## src/sv/gcm_pkg.sv

```systemverilog
// Shared types, constants and codes for the gradient color map.
package gcm_pkg;

  localparam int MAX_STOPS = 16;
  localparam int IDX_W = $clog2(MAX_STOPS);
  localparam int CNT_W = $clog2(MAX_STOPS + 1);
  localparam int POS_W = 17;
  localparam int COL_W = 24;
  localparam logic [POS_W-1:0] POS_ONE = POS_W'(65536);

  localparam logic [1:0] OP_CLEAR  = 2'd0;
  localparam logic [1:0] OP_INSERT = 2'd1;
  localparam logic [1:0] OP_LOOKUP = 2'd2;

  localparam logic [1:0] ST_OK    = 2'd0;
  localparam logic [1:0] ST_FULL  = 2'd1;
  localparam logic [1:0] ST_EMPTY = 2'd2;

  typedef struct packed {
    logic [POS_W-1:0] pos;
    logic [COL_W-1:0] colour;
  } stop_t;

  typedef enum logic [2:0] {
    S_IDLE,
    S_INS_CMP,
    S_INS_WR0,
    S_LK_LAST,
    S_LK_HEAD,
    S_LK_WALK,
    S_LK_GO,
    S_LK_WAIT
  } ctrl_state_t;

  typedef enum logic [1:0] {
    L_IDLE,
    L_SUM,
    L_DIV
  } lerp_state_t;

endpackage

```

## src/sv/gcm_ram.sv

```systemverilog
// Simple dual-port synchronous RAM with registered read data.
module gcm_ram #(
  parameter int DW = 41,
  parameter int AW = 4
) (
  input  logic          clk,
  input  logic          we,
  input  logic [AW-1:0] waddr,
  input  logic [DW-1:0] wdata,
  input  logic [AW-1:0] raddr,
  output logic [DW-1:0] rdata
);

  logic [DW-1:0] mem [2**AW];

  always_ff @(posedge clk) begin
    if (we) begin
      mem[waddr] <= wdata;
    end
    rdata <= mem[raddr];
  end

endmodule

```

## src/sv/gcm_lerp.sv

```systemverilog
// One color channel lane: weighted sum of two endpoints, then 8-step floor division.
module gcm_lerp (
  input  logic                     clk,
  input  logic                     rst_n,
  input  logic                     go,
  input  logic [7:0]               c0,
  input  logic [7:0]               c1,
  input  logic [gcm_pkg::POS_W-1:0] w0,
  input  logic [gcm_pkg::POS_W-1:0] w1,
  input  logic [gcm_pkg::POS_W-1:0] span,
  output logic                     done,
  output logic [7:0]               q
);
  import gcm_pkg::*;

  lerp_state_t       state_r, state_nxt;
  logic              done_r, done_nxt;
  logic [2:0]        step_r, step_nxt;
  logic [24:0]       prod0_r, prod0_nxt;
  logic [24:0]       prod1_r, prod1_nxt;
  logic [POS_W-1:0]  span_r, span_nxt;
  logic [POS_W-1:0]  rem_r, rem_nxt;
  logic [7:0]        low_r, low_nxt;
  logic [7:0]        q_r, q_nxt;
  logic [25:0]       num;
  logic [POS_W:0]    trial;
  logic [POS_W:0]    diff;
  logic              ge;

  assign num   = {1'b0, prod0_r} + {1'b0, prod1_r};
  assign trial = {rem_r, low_r[7]};
  assign ge    = trial >= {1'b0, span_r};
  assign diff  = trial - {1'b0, span_r};

  always_comb begin
    state_nxt = state_r;
    done_nxt  = 1'b0;
    step_nxt  = step_r;
    prod0_nxt = prod0_r;
    prod1_nxt = prod1_r;
    span_nxt  = span_r;
    rem_nxt   = rem_r;
    low_nxt   = low_r;
    q_nxt     = q_r;
    unique case (state_r)
      L_IDLE: begin
        if (go) begin
          prod0_nxt = {17'd0, c0} * {8'd0, w0};
          prod1_nxt = {17'd0, c1} * {8'd0, w1};
          span_nxt  = span;
          state_nxt = L_SUM;
        end
      end
      L_SUM: begin
        // quotient is below 256, so the upper 16 bits start below span
        rem_nxt   = {1'b0, num[23:8]};
        low_nxt   = num[7:0];
        step_nxt  = '0;
        state_nxt = L_DIV;
      end
      L_DIV: begin
        rem_nxt  = ge ? diff[POS_W-1:0] : trial[POS_W-1:0];
        q_nxt    = {q_r[6:0], ge};
        low_nxt  = {low_r[6:0], 1'b0};
        step_nxt = step_r + 3'd1;
        if (step_r == 3'd7) begin
          done_nxt  = 1'b1;
          state_nxt = L_IDLE;
        end
      end
      default: state_nxt = L_IDLE;
    endcase
  end

  always_ff @(posedge clk) begin
    if (!rst_n) begin
      state_r <= L_IDLE;
      done_r  <= 1'b0;
    end else begin
      state_r <= state_nxt;
      done_r  <= done_nxt;
    end
  end

  always_ff @(posedge clk) begin
    step_r  <= step_nxt;
    prod0_r <= prod0_nxt;
    prod1_r <= prod1_nxt;
    span_r  <= span_nxt;
    rem_r   <= rem_nxt;
    low_r   <= low_nxt;
    q_r     <= q_nxt;
  end

  assign done = done_r;
  assign q    = q_r;

  a_rem_below_span: assert property (@(posedge clk) disable iff (!rst_n)
    state_r == L_DIV |-> rem_r < span_r)
    else $error("division remainder not below divisor");

  a_div_ends: assert property (@(posedge clk) disable iff (!rst_n)
    state_r == L_DIV && step_r == 3'd7 |=> done_r && state_r == L_IDLE)
    else $error("division did not finish after eight steps");

  a_done_pulse: assert property (@(posedge clk) disable iff (!rst_n)
    done_r |-> $past(state_r) == L_DIV)
    else $error("done without a division step");

endmodule

```

## src/sv/gradient_colour_map.sv

```systemverilog
// Top level: sorted color stop table in RAM, insert and lookup sequencer, three lerp lanes.
// Latency: clear, full insert, empty lookup and unused codes strobe a result 1 cycle after start.
// Insert: direct write into an empty table, else larger stops shift up, one RAM read each.
// Lookup: ends return an end stop's colour, else walk one stop per cycle and interpolate.
// Throughput: one word at a time; busy is high until the cycle its result is strobed.
// Reset: synchronous, active low; empties the table, RAM contents are not cleared.
module gradient_colour_map (
  input  logic        clk,
  input  logic        rst_n,
  input  logic        start,
  output logic        busy,
  input  logic [1:0]  in_operation,
  input  logic [16:0] in_stop_position,
  input  logic [7:0]  in_stop_red,
  input  logic [7:0]  in_stop_green,
  input  logic [7:0]  in_stop_blue,
  input  logic [16:0] in_factor,
  output logic        out_strobe,
  output logic [7:0]  out_red_out,
  output logic [7:0]  out_green_out,
  output logic [7:0]  out_blue_out,
  output logic [1:0]  out_status
);
  import gcm_pkg::*;

  ctrl_state_t       state_r, state_nxt;
  logic [CNT_W-1:0]  count_r, count_nxt;
  logic              strobe_r, strobe_nxt;
  logic [COL_W-1:0]  rgb_r, rgb_nxt;
  logic [1:0]        status_r, status_nxt;
  logic [IDX_W-1:0]  j_r, j_nxt;
  logic [IDX_W-1:0]  i_r, i_nxt;
  logic [POS_W-1:0]  f_r, f_nxt;
  stop_t             new_r, new_nxt;
  stop_t             prev_r, prev_nxt;
  logic [POS_W-1:0]  w0_r, w0_nxt;
  logic [POS_W-1:0]  w1_r, w1_nxt;
  logic [POS_W-1:0]  span_r, span_nxt;
  logic [COL_W-1:0]  c1_r, c1_nxt;

  stop_t             new_in;
  stop_t             rd;
  logic [CNT_W-1:0]  cnt_m1;
  logic [CNT_W-1:0]  cnt_p1;
  logic              ram_we;
  logic [IDX_W-1:0]  ram_waddr;
  stop_t             ram_wdata;
  logic [IDX_W-1:0]  ram_raddr;
  logic              lerp_go;
  logic [2:0]        lerp_done;
  logic [7:0]        lerp_q [3];

  assign new_in.pos    = (in_stop_position > POS_ONE) ? POS_ONE : in_stop_position;
  assign new_in.colour = {in_stop_red, in_stop_green, in_stop_blue};
  assign cnt_m1        = count_r - CNT_W'(1);
  assign cnt_p1        = count_r + CNT_W'(1);

  gcm_ram #(
    .DW($bits(stop_t)),
    .AW(IDX_W)
  ) u_ram (
    .clk  (clk),
    .we   (ram_we),
    .waddr(ram_waddr),
    .wdata(ram_wdata),
    .raddr(ram_raddr),
    .rdata(rd)
  );

  for (genvar g = 0; g < 3; g++) begin : g_lane
    gcm_lerp u_lerp (
      .clk  (clk),
      .rst_n(rst_n),
      .go   (lerp_go),
      .c0   (prev_r.colour[8*g +: 8]),
      .c1   (c1_r[8*g +: 8]),
      .w0   (w0_r),
      .w1   (w1_r),
      .span (span_r),
      .done (lerp_done[g]),
      .q    (lerp_q[g])
    );
  end

  always_comb begin
    state_nxt  = state_r;
    count_nxt  = count_r;
    strobe_nxt = 1'b0;
    rgb_nxt    = rgb_r;
    status_nxt = status_r;
    j_nxt      = j_r;
    i_nxt      = i_r;
    f_nxt      = f_r;
    new_nxt    = new_r;
    prev_nxt   = prev_r;
    w0_nxt     = w0_r;
    w1_nxt     = w1_r;
    span_nxt   = span_r;
    c1_nxt     = c1_r;
    ram_we     = 1'b0;
    ram_waddr  = '0;
    ram_wdata  = new_r;
    ram_raddr  = '0;
    lerp_go    = 1'b0;
    unique case (state_r)
      S_IDLE: begin
        f_nxt   = in_factor;
        new_nxt = new_in;
        if (start) begin
          strobe_nxt = 1'b1;
          rgb_nxt    = '0;
          status_nxt = ST_OK;
          unique case (in_operation)
            OP_CLEAR: count_nxt = '0;
            OP_INSERT: begin
              if (count_r == CNT_W'(MAX_STOPS)) begin
                status_nxt = ST_FULL;
              end else if (count_r == '0) begin
                ram_we    = 1'b1;
                ram_wdata = new_in;
                count_nxt = cnt_p1;
              end else begin
                strobe_nxt = 1'b0;
                j_nxt      = count_r[IDX_W-1:0];
                ram_raddr  = cnt_m1[IDX_W-1:0];
                state_nxt  = S_INS_CMP;
              end
            end
            OP_LOOKUP: begin
              if (count_r == '0) begin
                status_nxt = ST_EMPTY;
              end else begin
                strobe_nxt = 1'b0;
                ram_raddr  = cnt_m1[IDX_W-1:0];
                state_nxt  = S_LK_LAST;
              end
            end
            default: status_nxt = ST_OK;
          endcase
        end
      end
      S_INS_CMP: begin
        ram_we    = 1'b1;
        ram_waddr = j_r;
        if (rd.pos > new_r.pos) begin
          ram_wdata = rd;
          if (j_r == IDX_W'(1)) begin
            state_nxt = S_INS_WR0;
          end else begin
            ram_raddr = j_r - IDX_W'(2);
            j_nxt     = j_r - IDX_W'(1);
          end
        end else begin
          count_nxt  = cnt_p1;
          strobe_nxt = 1'b1;
          rgb_nxt    = '0;
          status_nxt = ST_OK;
          state_nxt  = S_IDLE;
        end
      end
      S_INS_WR0: begin
        ram_we     = 1'b1;
        count_nxt  = cnt_p1;
        strobe_nxt = 1'b1;
        rgb_nxt    = '0;
        status_nxt = ST_OK;
        state_nxt  = S_IDLE;
      end
      S_LK_LAST: begin
        if (f_r >= rd.pos) begin
          // first stop still wins when every stop sits at f
          c1_nxt    = rd.colour;
          state_nxt = S_LK_HEAD;
        end else begin
          i_nxt     = '0;
          state_nxt = S_LK_WALK;
        end
      end
      S_LK_HEAD: begin
        strobe_nxt = 1'b1;
        rgb_nxt    = (f_r <= rd.pos) ? rd.colour : c1_r;
        status_nxt = ST_OK;
        state_nxt  = S_IDLE;
      end
      S_LK_WALK: begin
        // f is below the last stop, so the walk stops at or before it
        if (f_r <= rd.pos) begin
          if (i_r == '0) begin
            strobe_nxt = 1'b1;
            rgb_nxt    = rd.colour;
            status_nxt = ST_OK;
            state_nxt  = S_IDLE;
          end else begin
            w0_nxt    = rd.pos - f_r;
            w1_nxt    = f_r - prev_r.pos;
            span_nxt  = rd.pos - prev_r.pos;
            c1_nxt    = rd.colour;
            state_nxt = S_LK_GO;
          end
        end else begin
          prev_nxt  = rd;
          i_nxt     = i_r + IDX_W'(1);
          ram_raddr = i_r + IDX_W'(1);
        end
      end
      S_LK_GO: begin
        lerp_go   = 1'b1;
        state_nxt = S_LK_WAIT;
      end
      S_LK_WAIT: begin
        if (lerp_done[0]) begin
          strobe_nxt = 1'b1;
          rgb_nxt    = {lerp_q[2], lerp_q[1], lerp_q[0]};
          status_nxt = ST_OK;
          state_nxt  = S_IDLE;
        end
      end
      default: state_nxt = S_IDLE;
    endcase
  end

  always_ff @(posedge clk) begin
    if (!rst_n) begin
      state_r  <= S_IDLE;
      count_r  <= '0;
      strobe_r <= 1'b0;
    end else begin
      state_r  <= state_nxt;
      count_r  <= count_nxt;
      strobe_r <= strobe_nxt;
    end
  end

  always_ff @(posedge clk) begin
    rgb_r    <= rgb_nxt;
    status_r <= status_nxt;
    j_r      <= j_nxt;
    i_r      <= i_nxt;
    f_r      <= f_nxt;
    new_r    <= new_nxt;
    prev_r   <= prev_nxt;
    w0_r     <= w0_nxt;
    w1_r     <= w1_nxt;
    span_r   <= span_nxt;
    c1_r     <= c1_nxt;
  end

  assign busy          = state_r != S_IDLE;
  assign out_strobe    = strobe_r;
  assign out_red_out   = rgb_r[23:16];
  assign out_green_out = rgb_r[15:8];
  assign out_blue_out  = rgb_r[7:0];
  assign out_status    = status_r;

  a_count_range: assert property (@(posedge clk) disable iff (!rst_n)
    count_r <= CNT_W'(MAX_STOPS))
    else $error("stop count beyond table size");

  a_full_drop: assert property (@(posedge clk) disable iff (!rst_n)
    start && !busy && in_operation == OP_INSERT && count_r == CNT_W'(MAX_STOPS)
    |=> out_strobe && out_status == ST_FULL && count_r == CNT_W'(MAX_STOPS))
    else $error("insert into full table not dropped");

  a_lanes_lockstep: assert property (@(posedge clk) disable iff (!rst_n)
    lerp_done[0] |-> lerp_done == 3'b111)
    else $error("interpolation lanes out of step");

  a_write_states: assert property (@(posedge clk) disable iff (!rst_n)
    ram_we |-> state_r == S_IDLE || state_r == S_INS_CMP || state_r == S_INS_WR0)
    else $error("table write outside insert");

  a_lookup_status: assert property (@(posedge clk) disable iff (!rst_n)
    state_r == S_LK_WAIT && lerp_done[0] |=> out_strobe && out_status == ST_OK && !busy)
    else $error("interpolated lookup not delivered");

endmodule
```

## config.mk

```make
export PLATFORM = sky130hd
export DESIGN_NAME = gradient_colour_map
export DESIGN_NICKNAME = d
export VERILOG_FILES = /design/src/sv/gcm_pkg.sv /design/src/sv/gcm_ram.sv /design/src/sv/gcm_lerp.sv /design/src/sv/gradient_colour_map.sv
export SDC_FILE = /design/constraint.sdc
export NUM_CORES = 2
export LEC_CHECK = 0
export BUFFER_PORTS_ARGS = -buffer_cell sky130_fd_sc_hd__buf_4
export CAP_MARGIN = 30
export CORE_ASPECT_RATIO = 1.25
export CORE_MARGIN = 5
export CORE_UTILIZATION = 40
export CTS_CLUSTER_DIAMETER = 30
export DETAILED_ROUTE_END_ITERATION = 7
export GPL_TIMING_DRIVEN = 0
export SETUP_SLACK_MARGIN = 0.5
export SYNTH_ARGS = -nofsm -noshare
export SYNTH_HDL_FRONTEND = slang
export SYNTH_HIERARCHICAL = 1
export SYNTH_SLANG_ARGS = --single-unit
```

## constraint.sdc

```tcl
create_clock -name clk -period 9 [get_ports clk]
set_clock_uncertainty 0.1 [all_clocks]
set_input_delay 1.8 -clock clk [delete_from_list [all_inputs] [get_ports clk]]
set_output_delay 1.8 -clock clk [all_outputs]
set_load 0.01 [all_outputs]
```

# ---- Word level (Yosys, flattened, before mapping)
# Memory sizes are Yosys's and may differ from the RTL's. A register that Yosys moved wholly into a read port is not among the register bits.
# Cells that the tools add are included.
dict set report word_totals {
  regBits 527
  ram_bits 656
  in_bits 63
  out_inout_bits 28
  elab_cells 255
  n_memories 1
}
# memory words width read_ports rd_ports_with_merged_regs wr line_no
set memory_table {}
lappend memory_table {u_ram.mem 16 41 1 1 1 gcm_ram.sv:14} ;# logic [DW-1:0] mem [2**AW];
dict set report op_classes {
  n_addsub 17
  n_mul 6
  magnitude_cmp 7
  eq_ne 47
  mux 100
  bitwise_logic 2
  reduce_logical 34
}
# op n
set ops {}
lappend ops {{$mux W24} 9}
lappend ops {{$mux W41} 5}
lappend ops {{$mul A8 B17 Y24} 6}
lappend ops {{$pmux W24 S6} 1}
lappend ops {{$pmux W17 S2} 3}
lappend ops {{$sub A17 B17 Y17} 6}
lappend ops {{$pmux W41 S2} 1}
lappend ops {{$add A24 B24 Y24} 3}
lappend ops {{$mux W17} 4}
lappend ops {{$mux W4} 15}
lappend ops {{$ge A18 B17 Y1} 3}
lappend ops {{$pmux W24 S2} 1}
lappend ops {{$pmux W8 S2} 3}
lappend ops {{$ne A2 B2 Y1 const B} 14}
lappend ops {{$mux W3} 9}
lappend ops {{$pmux W3 S2} 4}
lappend ops {{$pmux W4 S2} 3}
lappend ops {{$eq A3 B3 Y1 const B} 7}
lappend ops {{$pmux W3 S7} 1}
lappend ops {{$mux W2} 10}
lappend ops {{$mux W5} 4}
lappend ops {{$pmux W2 S3} 3}
lappend ops {{$reduce_and A6 Y1} 3}
lappend ops {{$ge A17 B17 Y1} 1}
lappend ops {{40 further kinds} 94}

# ---- Longest topological paths before layout
dict set report logic_depth {
  ltp_word 8
  mapped_depth 19
  mapped_depth_nobuf 18
}

# ---- By module
# Netlist, hierarchy kept.
# module instances cells_each area_each_um2 seq_area_each_um2
set modules_own_cells {}
lappend modules_own_cells {gcm_ram 1 1066 25369.3 20519.7}
lappend modules_own_cells {{gcm_lerp (g_lane[0].u_lerp)} 1 1418 13985.9 3093.0}
lappend modules_own_cells {{gcm_lerp (g_lane[1].u_lerp)} 1 1417 13895.8 3093.0}
lappend modules_own_cells {{gcm_lerp (g_lane[2].u_lerp)} 1 1414 13865.8 3093.0}
lappend modules_own_cells {gradient_colour_map 1 1032 11842.6 6426.2}

# ---- Least setup slack after synthesis
# Ideal clock, no wire load.
dict set report synth_timing {
  kind {in2reg}
  start {input port in_operation[1]}
  end {memory u_ram.mem[0][0], enable pin}
  setup_time_ps 490
  arrival_time_ps 6002
  t_required_ps 8410
  path_slack_ps 2408
  cell_stages 7
  path_buffers 1
  cell_sequence {inv_1 > ha_1 > clkbuf_1 > nand4b_1 > a21oi_1 > or3b_2 > nor3_1}
}
dict set report synth_via {
  elab_chain_cells 6
}
# element line_no
set synth_rtl {}
lappend synth_rtl {{start, declared} gradient_colour_map.sv:12} ;# input logic [1:0] in_operation,
lappend synth_rtl {{$eq A2 B1 Y1} gradient_colour_map.sv:113} ;# unique case (in_operation)
lappend synth_rtl {{$mux W1} gradient_colour_map.sv:113}
lappend synth_rtl {{$mux W1} gradient_colour_map.sv:109} ;# if (start) begin
lappend synth_rtl {{$pmux W1 S2} gradient_colour_map.sv:105} ;# unique case (state_r)
lappend synth_rtl {{named net ram_we} gradient_colour_map.sv:45} ;# logic ram_we;
lappend synth_rtl {{$mux W1} gcm_ram.sv:17} ;# if (we) begin
lappend synth_rtl {{$mux W1 (not written as such)} gcm_ram.sv:18} ;# mem[waddr] <= wdata;
lappend synth_rtl {{end, declared} gcm_ram.sv:14}
# The timed path passes the listed nets, and every way through them passes these cells.

# ---- Final worst setup path
dict set report layout_timing {
  start {register c1_r[13]}
  end {register g_lane[1].u_lerp.prod1_r[21], data pin}
}
dict set report layout_via {
  elab_chain_cells 1
}
# element line_no
set layout_rtl {}
lappend layout_rtl {{start, declared} gradient_colour_map.sv:39} ;# logic [COL_W-1:0] c1_r, c1_nxt;
lappend layout_rtl {{start signal, assigned} gradient_colour_map.sv:245} ;# c1_r <= c1_nxt;
lappend layout_rtl {{$mul A8 B17 Y24} gcm_lerp.sv:49} ;# prod1_nxt = {17'd0, c1} * {8'd0, w1};
lappend layout_rtl {{end signal, assigned} gcm_lerp.sv:88} ;# prod1_r <= prod1_nxt;
lappend layout_rtl {{end, declared} gcm_lerp.sv:20} ;# logic [24:0] prod1_r, prod1_nxt;
# Every way passes these cells.
# A chain may end at the register's enable or synchronous reset.

==> results.txt <==
The flow ran to the end, and the final reports show no timing, DRC or antenna violations. The share of the clock period used by the worst path after layout was 70.2%. The total length of routed met3 wires was 15.2 mm; the clock transition at the registers of the reported paths was 0.06 ns. The logs give 66 for the pin count of the biggest net entering global routing and 7,817 for the number of nets in the finished design.

The run gives 0 as the total setup violations reported at the end of the flow. The most numerous cell type found on the critical path is sky130_fd_sc_hd__fa_1. The post-route netlist has 12.0% of its cells at a drive strength greater than 1. When the netlist entered floorplanning its net count stood at 7,423.

The minimum setup slack among reg-to-reg paths is 2.68 ns. The synthesized area is 78,900 µm². Across all layers, the routed design uses 51,800 vias. Setup repair after global routing left no endpoint under its margin. The number of global-route vias before repair is 53,600, and the iteration-0 DRC count of the detailed router is 4,188.

Together, buffers and inverters on the worst path number 4. The H-tree generated during clock tree synthesis spans 4 levels. In the final routed layout, each cell accounts on average for 22.9 µm.

The run gives 84,800 µm² as the post-detailed-placement cell area. The run gives 182 as the number of rows in the core area. A synthesized cell averages 12.4 µm². The post-detailed-route count of antenna-violating nets is 0, and the total routed wire length on the met1 layer is 87.3 mm. The clock passes through at most 3 buffers. The tightest min-delay check is of the flip-flop to flip-flop type. Measured against its own limit, the worst slew margin works out to 29.4%.

The top cell types in the final layout, fill and taps aside, are 1,167 x sky130_fd_sc_hd__edfxtp_1, 763 x sky130_fd_sc_hd__inv_1, 654 x sky130_fd_sc_hd__and2_1. Synthesis warning total: 6. Hold repair after CTS inserted 0 buffers. The final-report max-slew violation count came out at 0.

The critical path start-end classification is flip-flop to flip-flop. The first TritonRoute pass finished after 6 iterations. The tools report the remaining global-route overflow as 0.

For the number of remaining DRC errors, the log shows 0. Power comes to 16.4 mW. The startpoint identified for the worst register-to-register timing path is c1_r[13].

For the global-route wire length before repair, the log shows 328 mm. TritonCTS built the clock tree. Measured along the x axis, the die boundary spans 407 µm. Number of sinks handled by clock tree synthesis: 1,224.

The hold violation count in the final report was 0; the largest fanout on the critical path was 10. The number of vias per cell came out at 5.44. The run gives 17,300 as the layout filler cell count.

The worst setup path is captured at a flip-flop. After routing, the total negative slack on setup checks comes to 0 ns. The total leakage power was 36.5 nW; the final setup slack of the worst path was 2.68 ns. The clock period could shrink to 6.32 ns. After legalization and detailed placement, the total HPWL measured 166 mm. The die boundary height is 507 µm. The actual transition at the worst max-transition pin is 1.06 ns, and the pre-CTS setup slack is 2.78 ns. The tools report the total setup buffers inserted after CTS as 0. Uppermost metal layer occupied by signal nets: met5. For the worst setup path, the data arrival time is 6.77 ns.

The die footprint is 206,000 µm², and the total routed wirelength is 218 mm. The tools report the type of origin of the critical path as a flip-flop. Dividing total power by cell area gives a power density of 178 nW/µm². The signal on the critical path passes through clkbuf_1 > nand2_1 > fa_1 > fa_1 > inv_1 > fa_1 > inv_1 > fa_1 > inv_1 > ha_1 > or3_1 > or2_2 > o221ai_1 > a211oi_1 > o221a_2 > o41ai_2 > a21boi_0. The worst-case vdd ir drop is 208 µV, and the core area is 197,000 µm².

The run gives 211 as the number of CTS-inserted buffers. For this design, the slowest cell found on the critical path is sky130_fd_sc_hd__edfxtp_1. The startpoint identified for the worst hold timing path is g_lane[0].u_lerp/q[6]. The commonest non-fill, non-tap cell in the layout was sky130_fd_sc_hd__edfxtp_1.

Static timing analysis puts the maximum clock frequency at 158 MHz. In this run the tool buffered the top-level ports with 90 buffer cells. The run gives 9,510 as the number of standard cells in the final layout excluding fillers.

Routability-driven placement finished with a final weighted congestion of 0.891. Grouping stages by cell kind, the critical path spends the most delay in adder cells. The run gives 18 as the number of antenna violations at the first check in global routing. The worst setup path startpoint was c1_r[13]. The area of all placed cells without fillers is 92,300 µm², and the starting utilization of the core area is 40.2%. The largest single stage delay on the critical path is 0.56 ns. The tools report the number of max-cap violations as 0.

For the total routing usage reported by global routing, the log shows 20.8%. Summing all multi-input logic gate instances after layout gives 39,200 µm². Pin placement for this block handled 91 I/O pins. The register cell area after layout came out at 36,200 µm². Root buffer cell: sky130_fd_sc_hd__clkbuf_16. The run gives 9.45 ns as the required time of the critical path. The layout-stage area growth over the synthesis result was 17.0%; the met2 wire length was 106 mm. The clock latency of the later-clocked register in the worst-skew pair is 0.86 ns.

The post-placement cell count was 9,099; the number of cells produced by synthesis was 6,343. Count of cells resized by post-cts repair: 0.
## power breakdown
part	leakage [nW]	internal [mW]	switching, mW
registers	11.2	6.56	0.191
logic	21.8	0.580	0.919
clock network	3.52	5.14	3.02
## per-stage QoR
stage | utilization (%) | hold slack [ns]
finish | 47.0 | 0.333
global route | 47.0 | 0.333
CTS | 47.0 | 0.333
detailed placement | 43.2 | 0.338
global placement | 42.1 | 0.338
floorplan | - | 0.326
## final cells by class
class | instances | share of cell area [%]
multi-input cells | 4183 | 42.5
diodes | 8 | 0.0217
repair buffers | 181 | 2.80
flip-flops and latches | 1224 | 39.2
plain buffers | 168 | 0.828
clock buffers | 240 | 5.92
inverters | 768 | 3.14
clock inverters | 162 | 2.15
well taps | 2576 | 3.49
## sequential cells by signal, indices dropped and copies added, names as in the netlist, 5 cells and up
register,flops
u_ram/mem,656
g_lane.u_lerp/prod0_r,72
g_lane.u_lerp/prod1_r,72
g_lane.u_lerp/rem_r,51
g_lane.u_lerp/span_r,51
new_r,41
prev_r,41
u_ram/rdata,41
c1_r,24
g_lane.u_lerp/low_r,24
g_lane.u_lerp/q,24
rgb_r,24
f_r,17
span_r,17
w0_r,17
w1_r,17
g_lane.u_lerp/step_r,9
g_lane.u_lerp/state_r,6
count_r,5
## worst register-to-register path, cell delays in order, from the launching register on
cell and delay [ns]:
sky130_fd_sc_hd__edfxtp_1 0.56, sky130_fd_sc_hd__clkbuf_1 0.47, sky130_fd_sc_hd__nand2_1 0.13, sky130_fd_sc_hd__fa_1 0.48, sky130_fd_sc_hd__fa_1 0.54, sky130_fd_sc_hd__inv_1 0.06
sky130_fd_sc_hd__fa_1 0.53, sky130_fd_sc_hd__inv_1 0.06, sky130_fd_sc_hd__fa_1 0.53, sky130_fd_sc_hd__inv_1 0.04, sky130_fd_sc_hd__ha_1 0.22, sky130_fd_sc_hd__or3_1 0.40
sky130_fd_sc_hd__or2_2 0.31, sky130_fd_sc_hd__o221ai_1 0.24, sky130_fd_sc_hd__a211oi_1 0.16, sky130_fd_sc_hd__o221a_2 0.29, sky130_fd_sc_hd__o41ai_2 0.40, sky130_fd_sc_hd__a21boi_0 0.49
## path summary, 6_finish.rpt
kind                                   to  cells past startpoint
min reg2reg         g_lane[0].u_lerp/q[7]                      0
max reg2reg  g_lane[1].u_lerp/prod1_r[21]                     17
min                 g_lane[0].u_lerp/q[7]                      0
max          g_lane[1].u_lerp/prod1_r[21]                     17
## layer usage
metal  track usage (%)  up-vias
met5                 0        -
met4              8.26        6
met3              4.16      465
met2              35.6     1818
met1              26.1    26200
li1                  -    23300
Note: power is estimated with default switching activity, not from simulation.
